`config.mk`:
```
export PLATFORM = sky130hd
export DESIGN_NAME = oupps_exp
export DESIGN_NICKNAME = d
export VERILOG_FILES = /design/src/rtl/oupps_pkg.sv /design/src/rtl/oupps_exp.sv
export SDC_FILE = /design/constraint.sdc
export NUM_CORES = 2
export LEC_CHECK = 0
export CORE_MARGIN = 4
export CORE_UTILIZATION = 35
export DETAILED_ROUTE_END_ITERATION = 12
export DONT_BUFFER_PORTS = 1
export PLACE_DENSITY = 0.58
export SLEW_MARGIN = 40
export SYNTH_ARGS = -nofsm -noshare
export SYNTH_HDL_FRONTEND = slang
export SYNTH_SLANG_ARGS = --single-unit
```
`constraint.sdc`:
```
create_clock -name clk -period 59 [get_ports clk]
set_clock_uncertainty 0.15 [all_clocks]
set_input_delay 11.8 -clock clk [delete_from_list [all_inputs] [get_ports clk]]
set_output_delay 11.8 -clock clk [all_outputs]
set_load 0.005 [all_outputs]
```
`src/rtl/oupps_pkg.sv`:
```
package oupps_pkg;

	localparam int DEF_PATHS = 256;

	localparam int IDX_W   = 8;
	localparam int DT_W    = 24;
	localparam int Z_W     = 16;
	localparam int VAL_W   = 32;
	localparam int CFG_W   = 32;
	localparam int CIDX_W  = 2;

	localparam int EXP_ARG_W  = 49;
	localparam int EXP_RES_W  = 33;
	localparam int SQRT_IN_W  = 64;
	localparam int SQRT_OUT_W = 32;

	localparam logic [CIDX_W-1:0] CFG_MEAN   = 2'd0;
	localparam logic [CIDX_W-1:0] CFG_VAR    = 2'd1;
	localparam logic [CIDX_W-1:0] CFG_RATE   = 2'd2;
	localparam logic [CIDX_W-1:0] CFG_METHOD = 2'd3;

	localparam logic OP_LOAD = 1'b0;
	localparam logic OP_STEP = 1'b1;

	localparam logic METHOD_EXACT = 1'b0;
	localparam logic METHOD_EULER = 1'b1;

endpackage

```
`src/rtl/oupps_exp.sv`:
```
module oupps_exp (
	input  logic                               clk,
	input  logic                               arst_n,
	input  logic                               start,
	input  logic [oupps_pkg::EXP_ARG_W-1:0]    arg,
	output logic                               done,
	output logic [oupps_pkg::EXP_RES_W-1:0]    result
);
	import oupps_pkg::*;

	localparam logic [2:0] S_IDLE  = 3'd0;
	localparam logic [2:0] S_MUL   = 3'd1;
	localparam logic [2:0] S_RND   = 3'd2;
	localparam logic [2:0] S_DIV   = 3'd3;
	localparam logic [2:0] S_FINAL = 3'd4;

	localparam logic [EXP_ARG_W-1:0] ARG_LIM = EXP_ARG_W'(23) << 32;
	localparam logic [63:0] ONE_Q62 = 64'd1 << 62;
	localparam logic [127:0] HALF_Q62 = 128'd1 << 61;
	localparam logic [4:0] TERMS = 5'd24;
	localparam logic [2:0] SQUARES_LAST = 3'd4;

	logic [2:0]   state_q;
	logic [2:0]   cnt_q;
	logic [2:0]   dcnt_q;
	logic [2:0]   sq_q;
	logic [4:0]   k_q;
	logic         sq_phase_q;
	logic         done_q;
	logic [63:0]  r_q;
	logic [63:0]  sum_q;
	logic [63:0]  a_q;
	logic [63:0]  b_q;
	logic [63:0]  prod_q;
	logic [127:0] acc_q;
	logic [63:0]  num_q;
	logic [4:0]   rem_q;
	logic [EXP_RES_W-1:0] res_q;

	logic [31:0]  lhs;
	logic [31:0]  rhs;
	logic [127:0] acc_rnd;
	logic [63:0]  mq;
	logic [63:0]  num_n;
	logic [4:0]   rem_n;
	logic [5:0]   trial;
	logic [63:0]  sum_n;
	logic [63:0]  sum_rnd;

	always_comb begin
		case (cnt_q)
			3'd0: begin
				lhs = a_q[31:0];
				rhs = b_q[31:0];
			end
			3'd1: begin
				lhs = a_q[31:0];
				rhs = b_q[63:32];
			end
			3'd2: begin
				lhs = a_q[63:32];
				rhs = b_q[31:0];
			end
			3'd3: begin
				lhs = a_q[63:32];
				rhs = b_q[63:32];
			end
			default: begin
				lhs = 32'd0;
				rhs = 32'd0;
			end
		endcase
	end

	assign acc_rnd = acc_q + HALF_Q62;
	assign mq      = acc_rnd[125:62];

	// eight quotient bits per cycle, divisor is the term number
	always_comb begin
		num_n = num_q;
		rem_n = rem_q;
		trial = 6'd0;
		for (int i = 0; i < 8; i++) begin
			trial = {rem_n, num_n[63]};
			if (trial >= {1'b0, k_q}) begin
				rem_n = 5'(trial - {1'b0, k_q});
				num_n = {num_n[62:0], 1'b1};
			end else begin
				rem_n = trial[4:0];
				num_n = {num_n[62:0], 1'b0};
			end
		end
	end

	assign sum_n   = k_q[0] ? (sum_q - num_n) : (sum_q + num_n);
	assign sum_rnd = sum_q + (64'd1 << 29);

	always_ff @(posedge clk) begin
		prod_q <= 64'(lhs) * 64'(rhs);
	end

	always_ff @(posedge clk or negedge arst_n) begin
		if (!arst_n) begin
			state_q    <= S_IDLE;
			cnt_q      <= 3'd0;
			dcnt_q     <= 3'd0;
			sq_q       <= 3'd0;
			k_q        <= 5'd1;
			sq_phase_q <= 1'b0;
			done_q     <= 1'b0;
		end else begin
			done_q <= 1'b0;
			case (state_q)
				S_IDLE: begin
					if (start) begin
						if (arg >= ARG_LIM) begin
							done_q <= 1'b1;
						end else begin
							k_q        <= 5'd1;
							sq_phase_q <= 1'b0;
							cnt_q      <= 3'd0;
							state_q    <= S_MUL;
						end
					end
				end
				S_MUL: begin
					cnt_q <= cnt_q + 3'd1;
					if (cnt_q == 3'd4) begin
						state_q <= S_RND;
					end
				end
				S_RND: begin
					cnt_q <= 3'd0;
					if (!sq_phase_q) begin
						dcnt_q  <= 3'd0;
						state_q <= S_DIV;
					end else if (sq_q == SQUARES_LAST) begin
						state_q <= S_FINAL;
					end else begin
						sq_q    <= sq_q + 3'd1;
						state_q <= S_MUL;
					end
				end
				S_DIV: begin
					dcnt_q <= dcnt_q + 3'd1;
					if (dcnt_q == 3'd7) begin
						cnt_q   <= 3'd0;
						state_q <= S_MUL;
						if (k_q == TERMS) begin
							sq_phase_q <= 1'b1;
							sq_q       <= 3'd0;
						end else begin
							k_q <= k_q + 5'd1;
						end
					end
				end
				S_FINAL: begin
					done_q  <= 1'b1;
					state_q <= S_IDLE;
				end
				default: begin
					state_q <= S_IDLE;
				end
			endcase
		end
	end

	always_ff @(posedge clk) begin
		case (state_q)
			S_IDLE: begin
				if (start) begin
					res_q  <= '0;
					r_q    <= {arg[38:0], 25'd0};
					sum_q  <= ONE_Q62;
					a_q    <= ONE_Q62;
					b_q    <= {arg[38:0], 25'd0};
				end
			end
			S_MUL: begin
				case (cnt_q)
					3'd1: acc_q <= {64'd0, prod_q};
					3'd2: acc_q <= acc_q + {32'd0, prod_q, 32'd0};
					3'd3: acc_q <= acc_q + {32'd0, prod_q, 32'd0};
					3'd4: acc_q <= acc_q + {prod_q, 64'd0};
					default: acc_q <= acc_q;
				endcase
			end
			S_RND: begin
				if (!sq_phase_q) begin
					num_q <= mq;
					rem_q <= 5'd0;
				end else begin
					sum_q <= mq;
					a_q   <= mq;
					b_q   <= mq;
				end
			end
			S_DIV: begin
				num_q <= num_n;
				rem_q <= rem_n;
				if (dcnt_q == 3'd7) begin
					sum_q  <= sum_n;
					if (k_q == TERMS) begin
						a_q <= sum_n;
						b_q <= sum_n;
					end else begin
						a_q <= num_n;
						b_q <= r_q;
					end
				end
			end
			S_FINAL: begin
				res_q <= sum_rnd[62:30];
			end
			default: begin
				res_q <= res_q;
			end
		endcase
	end

	assign done   = done_q;
	assign result = res_q;

endmodule

```
### After elaboration in Yosys (flattened, before gate mapping)

Index checks and enable logic that the tools add are counted.

* add/subtract/negate cells: 18
* muxes and demuxes: 68
* order comparisons: 9
* equality and inequality tests: 20
* multiply operators: 1
* reduce and logical (&&, ||, !) cells: 22

Operators by type and width (count)
* $mux 64: 10
* $pmux 64 s3: 3
* $pmux 128 s3: 1
* $add 128x128->128: 1
* $add 128x96->128: 1
* $pmux 32 s2: 2
* $pmux 64 s2: 1
* $add 126x62->126 const B: 1
* $pmux 33 s2: 1
* $mux 5: 13
* $add 64x64->64: 1
* $mul 32x32->64: 1
* $sub 64x64->64: 1
* $add 63x30->63 const B: 1
* $ge 49x37->1 const B: 1
* $ge 6x5->1: 8
* $mux 3: 14
* $sub 5x5->5: 8
* $mux 33: 1
* $pmux 3 s4: 2
* $pmux 5 s2: 2
* $ne 2x2->1 const B: 9
* $reduce_and 5->1: 3
* $mux 1: 14
* 15 further kinds: 38

* register bits: 544
* input port bits: 52
* logic and storage cells: 154
* output and inout port bits: 34

### Longest topological paths before layout

* depth in word-level cells: 21
* depth in mapped cells: 98
* gate-level depth less buffers: 93

### Least setup slack after synthesis

No wires, ideal clock.

* path type: input -> register
* from: input start
* to: register a_q[0] (enable)
* stages on the path: 2
* arrival time: 26.268 ns
* buffers on the path: 0
* data required time: 57.762 ns
* slack: 31.494 ns
* setup time: 1.088 ns
* cells stage by stage: a21oi_1 -> a311oi_1

* word-level cells in the longest chain between the ends: 2

RTL lines
* start, declared: line oupps_exp.sv:4 `input logic start,`
* $ne 2x2->1 (no line)
* $reduce_and 4->1 (no line)
* end signal, assigned: line oupps_exp.sv:194 `a_q <= mq;`
* end signal, assigned: line oupps_exp.sv:204 `a_q <= sum_n;`
* end signal, assigned: line oupps_exp.sv:207 `a_q <= num_n;`
* end, declared: line oupps_exp.sv:32 `logic [63:0] a_q;`

Every way passes these cells.
A chain may end at the register's enable or synchronous reset.

### Worst setup path in the final report

* from: register k_q[0]
* to: register b_q[51] (data pin)

* word-level cells in the longest chain between the ends: 21
* elaborated cells on any way between the ends: 37
* classes of those cells: add/sub (9); order compare (8); eq/ne (1); mux (19)

RTL lines
* start, declared: line oupps_exp.sv:27 `logic [4:0] k_q;`
* start signal, assigned: line oupps_exp.sv:153 `k_q <= k_q + 5'd1;`
* $sub 5x5->5 / $ge 6x5->1 (equally long branches): line oupps_exp.sv:86, oupps_exp.sv:85
* $mux 5: line oupps_exp.sv:85 `if (trial >= {1'b0, k_q}) begin`
* $sub 5x5->5 / $ge 6x5->1 (equally long branches): line oupps_exp.sv:86, oupps_exp.sv:85
* $mux 5: line oupps_exp.sv:85
* $sub 5x5->5 / $ge 6x5->1 (equally long branches): line oupps_exp.sv:86, oupps_exp.sv:85
* $mux 5: line oupps_exp.sv:85
* $sub 5x5->5 / $ge 6x5->1 (equally long branches): line oupps_exp.sv:86, oupps_exp.sv:85
* $mux 5: line oupps_exp.sv:85
* [5 not listed]
* $mux 5: line oupps_exp.sv:85
* $ge 6x5->1: line oupps_exp.sv:85
* $mux 1: line oupps_exp.sv:85
* $add 64x64->64 / $sub 64x64->64 (equally long branches): line oupps_exp.sv:95 `assign sum_n = k_q[0] ? (sum_q - num_n) : (sum_q + num_n);`
* $mux 64: line oupps_exp.sv:95
* $mux 64 (*): line oupps_exp.sv:203 `if (k_q == TERMS) begin`
* $mux 64 (*): line oupps_exp.sv:201 `if (dcnt_q == 3'd7) begin`
* $pmux 64 s3 (*): line oupps_exp.sv:169 `case (state_q)`
* end signal, assigned: line oupps_exp.sv:176 `b_q <= {arg[38:0], 25'd0};`
* end signal, assigned: line oupps_exp.sv:205 `b_q <= sum_n;`
* end signal, assigned: line oupps_exp.sv:208 `b_q <= r_q;`
* end, declared: line oupps_exp.sv:33 `logic [63:0] b_q;`

Mark *: on every way between the ends. The rest lies on a longest branch, timed or not. The select of a mux whose other input is x is not followed.

==> impl_metrics.py <==
metrics = {
    "floorplan": {
        "ios": 86,
        "die_x_um": 447,
        "fp.dieH_um": 447,
        "rows": 160,
        "start_util_pct": 35.3,
        "die_area_um2": 200000,
        "core_um2": 191000,
    },
    "drt": {
        "wl_per_cell_um": 25.2,
        "drt_iter0_markers": 5337,
        "vias_per_cell": 5.58,
        "wirelength_um": 250000,
        "num_vias": 55376,
        "ant_nets": 0,
        "first_pass_iters": 7,
        "route.detailed.drc": 0,
    },
    "worst_setup_path": {
        "critPathLaunchType": "flop",
        "cp.required_ns": 59.28,
        "worst-path-buf-inv": 7,
        "cp_top_family": "compound AO/OA/AOI/OAI gates",
        "end_kind": "flop",
        "worst_path_max_delay_cell": "dfstp_2",
        "worst-setup-path-type": "reg2reg",
        "critPathMaxStageDelay_ns": 0.76,
        "crit_top_cell": "o21ai_0",
        "critPathMaxFanout": 13,
        "worstPathArrival_ns": 22.38,
    },
    "status": {
        "status": "complete, no violations",
    },
    "clock_tree": {
        "ctsHtreeMaxLevel": 2,
        "clockRootBuffer": "clkbuf_16",
        "clkTransAtPathRegs_ns": 0.07,
        "clk_latency_ns": 0.70,
        "clock_path_buffers": 3,
        "post-cts-setup-buffer-count": 0,
        "cts_tree": "built",
        "cts-resized-gates": 0,
        "numCtsBuffers": 61,
        "cts_hold_buffers": 0,
        "cts.sinks": 510,
    },
    "min_path": {
        "hp-class": "reg2reg",
    },
    "flow_run": {
        "cap_violations": 0,
    },
    "timing": {
        "worstMarginPinSlew_ns": 0.944,
        "period_needed_ns": 22.10,
        "fmax_ghz": 0.0453,
        "whs_ns": 0.353,
        "slew_headroom_pct": 36.6,
        "setup_tns_ns": 0,
        "finalSetupViolCount": 0,
        "finalCritPeriodShare_pct": 37.5,
        "rsz0062_at_grt": "no",
        "hold_viol": 0,
        "drv_slew": 0,
    },
    "final_layout": {
        "instances_no_fill": 9924,
        "final_cell_mix": "nand2_1 (1165), inv_1 (1061), fa_1 (907)",
        "num-nets-final": 8818,
        "syn2layout_area_growth_pct": 7.68,
        "layout-drive-gt1-share_pct": 4.55,
        "layout_commonest_cell": "nand2_1",
        "fin_util_pct": 38.1,
    },
    "placed_design": {
        "place.gp.congestion": 0.989,
        "dp_hpwl_um": 196000,
        "dp.cells": 9799,
        "io_buffers": 0,
    },
    "logic_synthesis": {
        "avgSynthCellArea_um2": 9.00,
        "synthCells": 7494,
        "synth_edf_count": 427,
        "yosysSeqAreaShare_pct": 21.6,
        "async_flop_share_pct": 3.73,
        "synthFlopType": "edfxtp_1",
        "ys_ff_latch": 510,
        "syn_nets": 8958,
        "syn-cell-area_um2": 67400,
        "ys_types": 88,
        "ys_warn_count": 0,
    },
    "global_routing": {
        "busiest_layer": "met2",
        "gr-usage-met3_pct": 3.47,
        "grt_first_pass_wirelength_um": 370000,
        "grt_pass1_vias": 55929,
        "overflow": 0,
        "grt_antenna_before_repair": 11,
        "grt_start_max_net_pins": 92,
        "gr-usage-all-layers_pct": 24.9,
        "met1_usage_pct": 33.5,
        "use_met2_pct": 40.1,
    },
}
## logic make-up after synthesis
logic type	Yosys count	synth area share, %
adders and majority gates	1412	36.3
buffers and inverters	1409	7.88
xor gates and xnor gates	429	5.57
DFF	510	21.6
AOI/OAI and AO/OA	1403	13.5
and+or+nand+nor	2303	14.7
muxes	28	0.449
## sequential cells by signal (all words and copies together), names as in the netlist
| name | cells |
|---|---|
| rem_q | 5 |
| dcnt_q | 3 |
| k_q | 5 |
| state_q | 3 |
| r_q | 39 |
| done | 1 |
| acc_q | 94 |
| sq_phase_q | 1 |
| num_q | 64 |
| prod_q | 64 |
| sum_q | 64 |
| sq_q | 3 |
| cnt_q | 3 |
| a_q | 64 |
| b_q | 64 |
| result | 33 |
## through the flow
stage          setup WS, ns  cell area, um^2
4_1_cts               36.81            72500
6_report              36.90            72600
3_3_place_gp          36.55            70300
5_1_grt               35.05            72600
2_1_floorplan         31.49            67400
3_5_place_dp          36.85            70500
## synth_stat cells, types with 38 or more instances
library cell,number,area (um^2)
a21o_1,208,1560
a21oi_1,383,1920
a22o_1,68,596
a22oi_1,65,488
a31oi_1,45,282
and2_1,58,363
and3_1,63,394
buf_1,38,143
clkbuf_1,301,1130
dfxtp_1,64,1280
edfxtp_1,427,12800
fa_1,907,18200
ha_1,505,6320
inv_1,1063,3990
nand2_1,1169,4390
nand2b_1,69,432
nand3_1,128,641
nand4_1,48,300
nor2_1,569,2140
nor2b_1,39,244
nor3_1,70,350
o211ai_1,42,315
o21a_1,40,300
o21ai_0,258,1290
o21bai_1,49,368
o22ai_1,65,407
xnor2_1,249,2180
xor2_1,180,1580
## worst paths after layout
check	cells after the start	slack, ns	start	endpoint
max	87	36.90	k_q[0]$_DFFE_PN1P_	b_q[51]$_DFFE_PP_
min	1	0.35	dcnt_q[0]$_DFFE_PN0P_	dcnt_q[0]$_DFFE_PN0P_
max reg2reg	87	36.90	k_q[0]$_DFFE_PN1P_	b_q[51]$_DFFE_PP_
min reg2reg	1	0.35	dcnt_q[0]$_DFFE_PN0P_	dcnt_q[0]$_DFFE_PN0P_
max in group asynchronous	0	47.85	arst_n	k_q[0]$_DFFE_PN1P_
min in group asynchronous	0	10.64	arst_n	done$_DFF_PN0_
## final cells by class
cell class / instances / area (um^2)
inverters: 1063 / 3990
clock inverters: 41 / 312
repair buffers: 143 / 1090
well taps: 2511 / 3140
fillers: 19265 / 118000
flip-flops and latches: 510 / 14600
diodes: 8 / 20.0
multi-input cells: 5575 / 47800
clock buffers: 73 / 1680
## routing by layer
metal / share of wire [%] / routed length [um]
met1: 42 / 104000
met5: 0.010 / 25
met4: 5.1 / 12600
met3: 7.4 / 18500
met2: 46 / 115000
## worst reg2reg max path: cells and delay by family, from the launching register on
kind | cells | cell delay, ns
simple gates | 20 | 4.10
fa+ha+maj | 11 | 3.68
flops | 1 | 0.76
xor+xnor | 2 | 0.38
compound gates | 43 | 10.78
buf+inv | 7 | 0.78
mux | 4 | 1.27
Power is left out: the tool's default activity adds up to more than one toggle a clock period on the data nets, which glitch-free logic cannot reach.
