`src/rtl/oupps_pkg.sv`:
```
package oupps_pkg;

	localparam int DEF_PATHS = 256;

	localparam int IDX_W   = 8;
	localparam int DT_W    = 24;
	localparam int Z_W     = 16;
	localparam int VAL_W   = 32;
	localparam int CFG_W   = 32;
	localparam int CIDX_W  = 2;

	localparam int EXP_ARG_W  = 49;
	localparam int EXP_RES_W  = 33;
	localparam int SQRT_IN_W  = 64;
	localparam int SQRT_OUT_W = 32;

	localparam logic [CIDX_W-1:0] CFG_MEAN   = 2'd0;
	localparam logic [CIDX_W-1:0] CFG_VAR    = 2'd1;
	localparam logic [CIDX_W-1:0] CFG_RATE   = 2'd2;
	localparam logic [CIDX_W-1:0] CFG_METHOD = 2'd3;

	localparam logic OP_LOAD = 1'b0;
	localparam logic OP_STEP = 1'b1;

	localparam logic METHOD_EXACT = 1'b0;
	localparam logic METHOD_EULER = 1'b1;

endpackage

```
`src/rtl/oupps_sqrt.sv`:
```
module oupps_sqrt (
	input  logic                               clk,
	input  logic                               arst_n,
	input  logic                               start,
	input  logic [oupps_pkg::SQRT_IN_W-1:0]    radicand,
	output logic                               done,
	output logic [oupps_pkg::SQRT_OUT_W-1:0]   root
);
	import oupps_pkg::*;

	logic                  busy_q;
	logic                  done_q;
	logic [SQRT_IN_W-1:0]  v_q;
	logic [SQRT_IN_W-1:0]  res_q;
	logic [SQRT_IN_W-1:0]  bit_q;
	logic [SQRT_OUT_W-1:0] root_q;

	logic [SQRT_IN_W:0]    trial;
	logic                  take;
	logic [SQRT_IN_W-1:0]  res_n;

	assign trial = {1'b0, res_q} + {1'b0, bit_q};
	assign take  = {1'b0, v_q} >= trial;
	assign res_n = take ? ((res_q >> 1) + bit_q) : (res_q >> 1);

	always_ff @(posedge clk or negedge arst_n) begin
		if (!arst_n) begin
			busy_q <= 1'b0;
			done_q <= 1'b0;
		end else begin
			done_q <= 1'b0;
			if (!busy_q) begin
				busy_q <= start;
			end else if (bit_q[0]) begin
				busy_q <= 1'b0;
				done_q <= 1'b1;
			end
		end
	end

	always_ff @(posedge clk) begin
		if (!busy_q) begin
			if (start) begin
				v_q   <= radicand;
				res_q <= '0;
				bit_q <= SQRT_IN_W'(1) << (SQRT_IN_W - 2);
			end
		end else begin
			if (take) begin
				v_q <= v_q - trial[SQRT_IN_W-1:0];
			end
			res_q <= res_n;
			bit_q <= bit_q >> 2;
			if (bit_q[0]) begin
				root_q <= res_n[SQRT_OUT_W-1:0];
			end
		end
	end

	assign done = done_q;
	assign root = root_q;

endmodule

```
`config.mk`:
```
export PLATFORM = sky130hd
export DESIGN_NAME = oupps_sqrt
export DESIGN_NICKNAME = d
export VERILOG_FILES = /design/src/rtl/oupps_pkg.sv /design/src/rtl/oupps_sqrt.sv
export SDC_FILE = /design/constraint.sdc
export NUM_CORES = 1
export LEC_CHECK = 0
export BUFFER_PORTS_ARGS = -buffer_cell sky130_fd_sc_hd__buf_4
export CAP_MARGIN = 20
export CORE_ASPECT_RATIO = 0.5
export CORE_MARGIN = 8
export CORE_UTILIZATION = 60
export CTS_CLUSTER_SIZE = 25
export DETAILED_ROUTE_END_ITERATION = 12
export GPL_TIMING_DRIVEN = 0
export PLACE_DENSITY = 0.79
export SLEW_MARGIN = 40
export SYNTH_ARGS = -nofsm -noshare
export SYNTH_HDL_FRONTEND = slang
export SYNTH_SLANG_ARGS = --single-unit
```
`constraint.sdc`:
```
create_clock -name clk -period 8.6 [get_ports clk]
set_input_delay 0.43 -clock clk [delete_from_list [all_inputs] [get_ports clk]]
set_output_delay 0.43 -clock clk [all_outputs]
set_load 0.1 [all_outputs]
```
# Word-level counts from Yosys, hierarchy flattened
# Index checks and enable logic that the tools add are counted.
[totals]
reg_bits = 194
latch_bits = 0
mem_bits_rw = 0
romBits = 0
inputBits = 67
out_inout_bits = 33
wordCells = 27
mem_count = 0
[op_classes]
add_sub_neg = 3
multipliers = 0
div_mod_pow = 0
magnitude_cmp = 1
n_eq_ne = 1
n_shift = 0
n_mux = 12
bitwise = 0
n_reduce_logical = 3
[ops]
columns = ["op", "n"]
rows = [
  ["$mux 64", 6],
  ["$mux 61", 2],
  ["$add 64x63->65", 1],
  ["$ge 64x65->1", 1],
  ["$add 63x63->64", 1],
  ["$sub 64x64->64", 1],
  ["$mux 1", 4],
  ["$reduce_and 2->1", 2],
  ["$ne 2x1->1 const B", 1],
  ["$reduce_bool 2->1", 1],
]

# Longest topological paths before layout
# Gate-level depths: netlist (run 1).
[logic_depth]
depth_word = 4
mapped_depth = 26
mapped_depth_nobuf = 23

# Worst setup path before layout (run 1)
# No wires, ideal clock.
[synth_path]
path_type = "reg2reg"
from = "register bit_q[0]"
to = "register v_q[0], enable pin"
setup_time_ns = 0.394
arrival_time_ns = 5.876
setup_slack_ns = 2.330
path_stages_with_launch = 24
path_buffers = 1
period_less_slack_ns = 6.270
path_cell_list = "edfxtp_1 > ha_1 > ha_1 > a211oi_1 > o31a_1 > o211ai_1 > a211o_1 > a41o_1 > a21o_1 > a41o_1 > and3_1 > o311a_1 > xnor2_1 > ha_1 > and4_1 > and4_1 > nand3_1 > o31ai_1 > a41oi_1 > a211oi_1 > o21ai_1 > buf_2 > nor2_1 > mux2_2"
[synth_via]
elab_chain_len = 4
[synth_rtl]
columns = ["item", "line_no", "rtl"]
rows = [
  ["from (decl)", "oupps_sqrt.sv:15", "logic [SQRT_IN_W-1:0] bit_q;"],
  ["from (signal assigned)", "oupps_sqrt.sv:46", "bit_q <= SQRT_IN_W'(1) << (SQRT_IN_W - 2);"],
  ["from (signal assigned)", "oupps_sqrt.sv:53", "bit_q <= bit_q >> 2;"],
  ["$add 64x63->65", "oupps_sqrt.sv:22", "assign trial = {1'b0, res_q} + {1'b0, bit_q};"],
  ["$ge 64x65->1", "oupps_sqrt.sv:23", "assign take = {1'b0, v_q} >= trial;"],
  ["$ne 2x1->1 (no source line)", "--", ""],
  ["$reduce_and 2->1 (no source line)", "--", ""],
  ["to (signal assigned)", "oupps_sqrt.sv:44", "v_q <= radicand;"],
  ["to (signal assigned)", "oupps_sqrt.sv:50", "v_q <= v_q - trial[SQRT_IN_W-1:0];"],
  ["to (decl)", "oupps_sqrt.sv:13", "logic [SQRT_IN_W-1:0] v_q;"],
]
# No other way between the ends.
# A chain may end at the register's enable or synchronous reset.

# Worst setup path in the final report (run 1)
# Ends and elaborated chain as after synthesis.

==> results of run 1 <==
registers in the layout, indices dropped and copies added, names as in the netlist:
name / cells
busy_q: 1
res_q: 64
bit_q: 32
v_q: 64
done: 1
root: 32
cell families (layout without fill, tap and decap cells):
logic type                 Yosys count  after routing  synth area share [%]
other                                0              1                     0
muxes                               70             70                  4.60
and+or+nand+nor                    590            590                  17.9
AOI/OAI and AO/OA                  531            531                  20.9
xor gates and xnor gates           156            156                  8.27
adders and majority gates          131            131                  9.96
DFF                                194            194                  35.1
buffers and inverters              140            273                  3.22
Yosys cell counts, drive strengths merged, types with 6 or more instances:
master    n  area share [%]
xnor2    81             4.3
a31o      9            0.48
o31ai    19            0.92
or4      13            0.59
ha      130             9.8
o311ai    7            0.37
mux2i    22             1.3
nor4      9            0.34
clkbuf   93             2.1
o211ai    7            0.32
nor2    109             2.5
inv      39            0.89
a41oi     6            0.36
buf       8            0.20
and3     23            0.87
nor3     54             1.6
o31a      8            0.42
nand2   152             3.5
a21oi   135             4.1
o21a     14            0.64
a21o     53             2.4
o21ai   103             3.1
nor2b    20            0.76
and2     45             1.7
edfxtp  191              35
a31oi    63             2.4
a211o     7            0.37
or2       7            0.26
a211oi   25             1.1
or3       9            0.34
nand4    52             2.0
and4      6            0.32
mux2     48             3.3
xor2     75             4.0
o21bai   27             1.2
nand3    51             1.5
nand2b   35             1.3
final timing paths:
kind	end	from	cells past startpoint	slack (ns)
max in group asynchronous	busy_q$_DFF_PN0_	arst_n	2	8.20
setup / recovery	v_q[0]$_DFFE_PP_	bit_q[0]$_SDFFCE_PN0P_	24	0.59
setup reg to reg	v_q[0]$_DFFE_PP_	bit_q[0]$_SDFFCE_PN0P_	24	0.59
min in group asynchronous	busy_q$_DFF_PN0_	arst_n	2	0.31
hold reg to reg	bit_q[62]$_SDFFE_PP0P_	bit_q[62]$_SDFFE_PP0P_	2	0.55
hold / removal	bit_q[62]$_SDFFE_PP0P_	start	3	0.24
per-layer routing:
| metal | vias to the layer above | share of wire (%) | GRT usage, % |
|---|---|---|---|
| met2 | 681 | 44 | 45.4 |
| li1 | 7082 | - | - |
| met5 | - | 0.026 | 0 |
| met3 | 114 | 11 | 8.85 |
| met4 | 2 | 2.6 | 10.5 |
| met1 | 7190 | 42 | 38.3 |
stage by stage:
| step | worst slack, ns | util [%] | std cells | hold WS, ns | area [um2] |
|---|---|---|---|---|---|
| floorplan | 2.33 | - | 1812 | 0.134 | 16500 |
| global placement | 0.387 | 64.7 | 2271 | 0.222 | 17700 |
| detailed placement | 1.01 | 64.9 | 2272 | 0.223 | 17800 |
| CTS | 0.976 | 67.2 | 2305 | 0.226 | 18400 |
| global route | 0.167 | 67.2 | 2305 | 0.235 | 18400 |
| finish | 0.588 | 67.2 | 2306 | 0.244 | 18400 |
repair_timing:
item,CTS,global route
endpoints found under the setup margin,0,0
endpoints found under the hold margin,2,0
setup buffers,0,0
hold buffers,1,0
layout make-up:
class | count | area [um2]
clock buffer | 18 | 429
timing repair buffer | 101 | 781
sequential | 194 | 5810
clock inverter | 14 | 174
fill | 2308 | 8980
multi-input combinational | 1478 | 10200
antenna | 1 | 2.50
buffer | 101 | 395
inverter | 39 | 151
tap | 360 | 450
tightest hold or removal path, delay by kind of cell:
kind,cells,cell delay (ns)
simple gates,2,0.12
buf+inv,1,0.12
==> flow_metrics.tcl, run 1 <==
set metrics [dict create \
    finalHoldViolCount 0 \
    grt_pass1_wl_um 77200 \
    status "finished clean" \
    die_x_um 251 \
    layout_common_cells "edfxtp_1, nand2_1, a21oi_1" \
    synthArstFlopShare_pct 1.03 \
    synth.cell_area_um2 16500 \
    num_vias 15069 \
    setup_viol 0 \
    syn_avg_cell_area_um2 9.12 \
    start_util_pct 60.4 \
    drv_cap 0 \
    htree_levels 4 \
    grt_pass1_vias 14204 \
    coreArea_um2 27400 \
    area_growth_pct 11.4 \
    drive_above_1_share_pct 11.3 \
    synth-seq-cells 194 \
    rsz0062_at_grt "false" \
    ys_seq_area_share_pct 35.1 \
    antenna_found_initial 1 \
    pin_count 100 \
    syn_inst 1812 \
    cp_max_fo 64 \
    clock_path_buffers 2 \
    tightest_slew_ns 0.945 \
    tns_ns 0 \
    arrival_ns 8.12 \
    crit_buf_inv 2 \
    critPathCaptureType "flip-flop" \
    gp_congestion 0.972 \
    yosys_warnings 0 \
    cts.sinks 194 \
    slowest_delay_ns 0.60 \
    finClkSkew_ns 0.0137 \
    hpwl_um 38200 \
    rows 43 \
    overflow 0 \
    firstDrtPassIters 5 \
    ctsRootBufferMaster "clkbuf_16" \
    cts_resized 0 \
    layout_commonest_cell "edfxtp_1" \
    drc_errors 0 \
    wirelength_um 50400 \
    synth-edff-count 191 \
    drt-wirelength-per-cell_um 21.8 \
    slew_headroom_pct 37.0 \
    period_minus_slack_ns 8.01 \
    fin_crit_sh_pct 93.2 \
    drtAntennaViolNets 0 \
    die-area_um2 33400 \
    clkTransAtPathRegs_ns 0.08 \
    clock_latency_ns 0.47 \
    crit_path_start_kind "flip-flop" \
    first_iter_violations 1754 \
    holdCritPathClass "in -> reg" \
    worstPathRequired_ns 8.70 \
    critical_path.top_delay_family "compound AO/OA/AOI/OAI gates" \
    cts_buffers 17 \
    slowest_stage "mux2_8" \
    dieHeight_um 133 \
    grtUsageTotal_pct 29.2 \
    grt_start_max_net_pins 65 \
    cts_tree "done" \
    synth-main-ff-cell "edfxtp_1" \
    via_per_inst 6.53 \
    synth_cell_types 72 \
    syn_nets 2010 \
    crit_top_cell "ha_1" \
    crit_chain "ha_1, ha_1, a211oi_1, o31a_1, o211ai_1, a211o_1, a41o_1, a31oi_1, o21ai_0, nand3_1, a21boi_0, xnor2_1, ha_1, clkbuf_1, and4_1, and4_1, nand3_1, o31ai_1, a41oi_1, a211oi_1, o21ai_1, buf_2, nor2_1, mux2_8" \
    fmax_ghz 0.125 \
    path_class "reg -> reg" \
    slew_viol_final 0 \
    portBuffers 99 \
    finalNetCount 2130 \
]
Power of run 1 is left out: the tool's default activity adds up to more than one toggle a clock period on the data nets, which glitch-free logic cannot reach.
==> run 2, diff against run 1 <==
--- a/config.mk
+++ b/config.mk
@@ -13,7 +13,7 @@
 export CTS_CLUSTER_SIZE = 25
 export DETAILED_ROUTE_END_ITERATION = 12
 export GPL_TIMING_DRIVEN = 0
-export PLACE_DENSITY = 0.79
+export PLACE_DENSITY = 0.8
 export SLEW_MARGIN = 40
 export SYNTH_ARGS = -nofsm -noshare
 export SYNTH_HDL_FRONTEND = slang
==> flow_metrics.tcl, run 2 (synthesis results as in run 1) <==
set metrics [dict create \
    arrival_ns 8.29 \
    num_vias 15248 \
    clock_latency_ns 0.47 \
    layout_commonest_cell "edfxtp_1" \
    slowest_stage "buf_1" \
    wirelength_um 50300 \
    tns_ns 0 \
    htree_levels 4 \
    r2r_end "res_q[52]$_SDFFCE_PN0P_" \
    top_layer "met4" \
    crit_buf_inv 3 \
    clock_path_buffers 2 \
    first_iter_violations 1859 \
    path_class "reg -> reg" \
    tightest_slew_ns 0.930 \
    cts_resized 0 \
    firstDrtPassIters 6 \
    crit_path_start_kind "flip-flop" \
    grtUsageTotal_pct 29.1 \
    grt_pass1_wl_um 77400 \
    portBuffers 99 \
    start_util_pct 60.4 \
    die-area_um2 33400 \
    grt_start_max_net_pins 65 \
    worstHoldPathCells 3 \
    worstPathRequired_ns 8.86 \
    via_per_inst 6.61 \
    finClkSkew_ns 0.0112 \
    drt-wirelength-per-cell_um 21.8 \
    slew_viol_final 0 \
    status "finished clean" \
    post_dp_cell_area_um2 17800 \
    slew_headroom_pct 38.0 \
    coreArea_um2 27400 \
    m1WireLength_um 21700 \
    holdCritPathClass "in -> reg" \
    layout_common_cells "edfxtp_1, nand2_1, a21oi_1" \
    min_to "v_q[49]$_DFFE_PP_" \
    critical_path.top_delay_family "compound AO/OA/AOI/OAI gates" \
    period_minus_slack_ns 8.04 \
    fmax_ghz 0.124 \
    post-cts-setup-buffers 0 \
    drive_above_1_share_pct 11.4 \
    dieHeight_um 133 \
    rrSetupSlack_ns 0.56 \
    drtAntennaViolNets 0 \
    rows 43 \
    area_growth_pct 11.4 \
    slowest_delay_ns 0.76 \
    gp_congestion 0.981 \
    finalNetCount 2131 \
    pin_count 100 \
    critPathCaptureType "flip-flop" \
    grt_pass1_vias 14054 \
    post-place-ws_ns 1.03 \
    hpwl_um 38300 \
    finalHoldViolCount 0 \
    setup_slack_ns 0.563 \
    setup_viol 0 \
    cts_hold_buf 1 \
    cts.sinks 194 \
    wl_met2_um 22200 \
    finalInstanceArea_um2 18400 \
    drc_errors 0 \
    cts_tree "done" \
    clkTransAtPathRegs_ns 0.08 \
    min-delay-start "radicand[49]" \
    rsz0062_at_grt "false" \
    drv_cap 0 \
    r2r_start "bit_q[0]$_SDFFCE_PN0P_" \
    wl_met3_um 5200 \
    fillCellCount 2273 \
    cp_max_fo 10 \
    overflow 0 \
    ff2ff_path_depth 25 \
    ctsRootBufferMaster "clkbuf_16" \
    cts_buffers 17 \
    antenna_found_initial 0 \
    reg_top3 "res_q (64), v_q (64)" \
    die_x_um 251 \
    fin_crit_sh_pct 93.5 \
]
run 2: changes by cell type in the layout (fill, tap and decap cells not counted), sizes merged:
| cell | previous run | this run |
|---|---|---|
| buf | 108 | 109 |
| inv | 45 | 46 |
| bufinv | 3 | 2 |
| clkinv | 5 | 3 |
| clkinvlp | 0 | 2 |
run 2: how the worst max path moves through the flow:
stage	from	to	slack, ns	cells past startpoint
final	bit_q[0]$_SDFFCE_PN0P_	res_q[52]$_SDFFCE_PN0P_	0.56	25
after global routing	bit_q[0]$_SDFFCE_PN0P_	res_q[52]$_SDFFCE_PN0P_	0.36	25
after detailed placement	bit_q[0]$_SDFFCE_PN0P_	v_q[7]$_DFFE_PP_	1.03	24
after global placement	bit_q[0]$_SDFFCE_PN0P_	v_q[7]$_DFFE_PP_	0.36	23
after floorplan	bit_q[0]$_SDFFCE_PN0P_	v_q[0]$_DFFE_PP_	2.33	23
after CTS	bit_q[0]$_SDFFCE_PN0P_	res_q[52]$_SDFFCE_PN0P_	0.93	25
run 2: worst min-delay path: stages:
cell     delay [ns]
buf_4          0.07
nand2_1        0.04
o21ai_0        0.05
run 2: cell type report:
class	instances	area, um2	area share, %
diodes	1	2.50	0.0136
clock buffers	18	429	2.33
inverters	39	151	0.822
multi-input cells	1478	10200	55.5
flip-flops and latches	194	5810	31.5
well taps	360	450	2.45
clock inverters	14	170	0.924
plain buffers	101	395	2.15
repair buffers	102	788	4.28
run 2: layer usage:
metal / vias up / track usage [%]
met4: 0 / 8.37
li1: 7101 / -
met5: - / 0
met2: 813 / 45.2
met3: 95 / 6.12
met1: 7239 / 40.6
run 2: per-stage QoR:
| step | hold slack, ns | cells | util [%] |
|---|---|---|---|
| 2_1_floorplan | 0.134 | 1812 | - |
| 3_3_place_gp | 0.222 | 2271 | 64.7 |
| 3_5_place_dp | 0.222 | 2272 | 65.0 |
| 4_1_cts | 0.224 | 2305 | 67.2 |
| 5_1_grt | 0.244 | 2306 | 67.2 |
| 6_report | 0.241 | 2307 | 67.2 |
Power of run 2 is left out for the same reason.
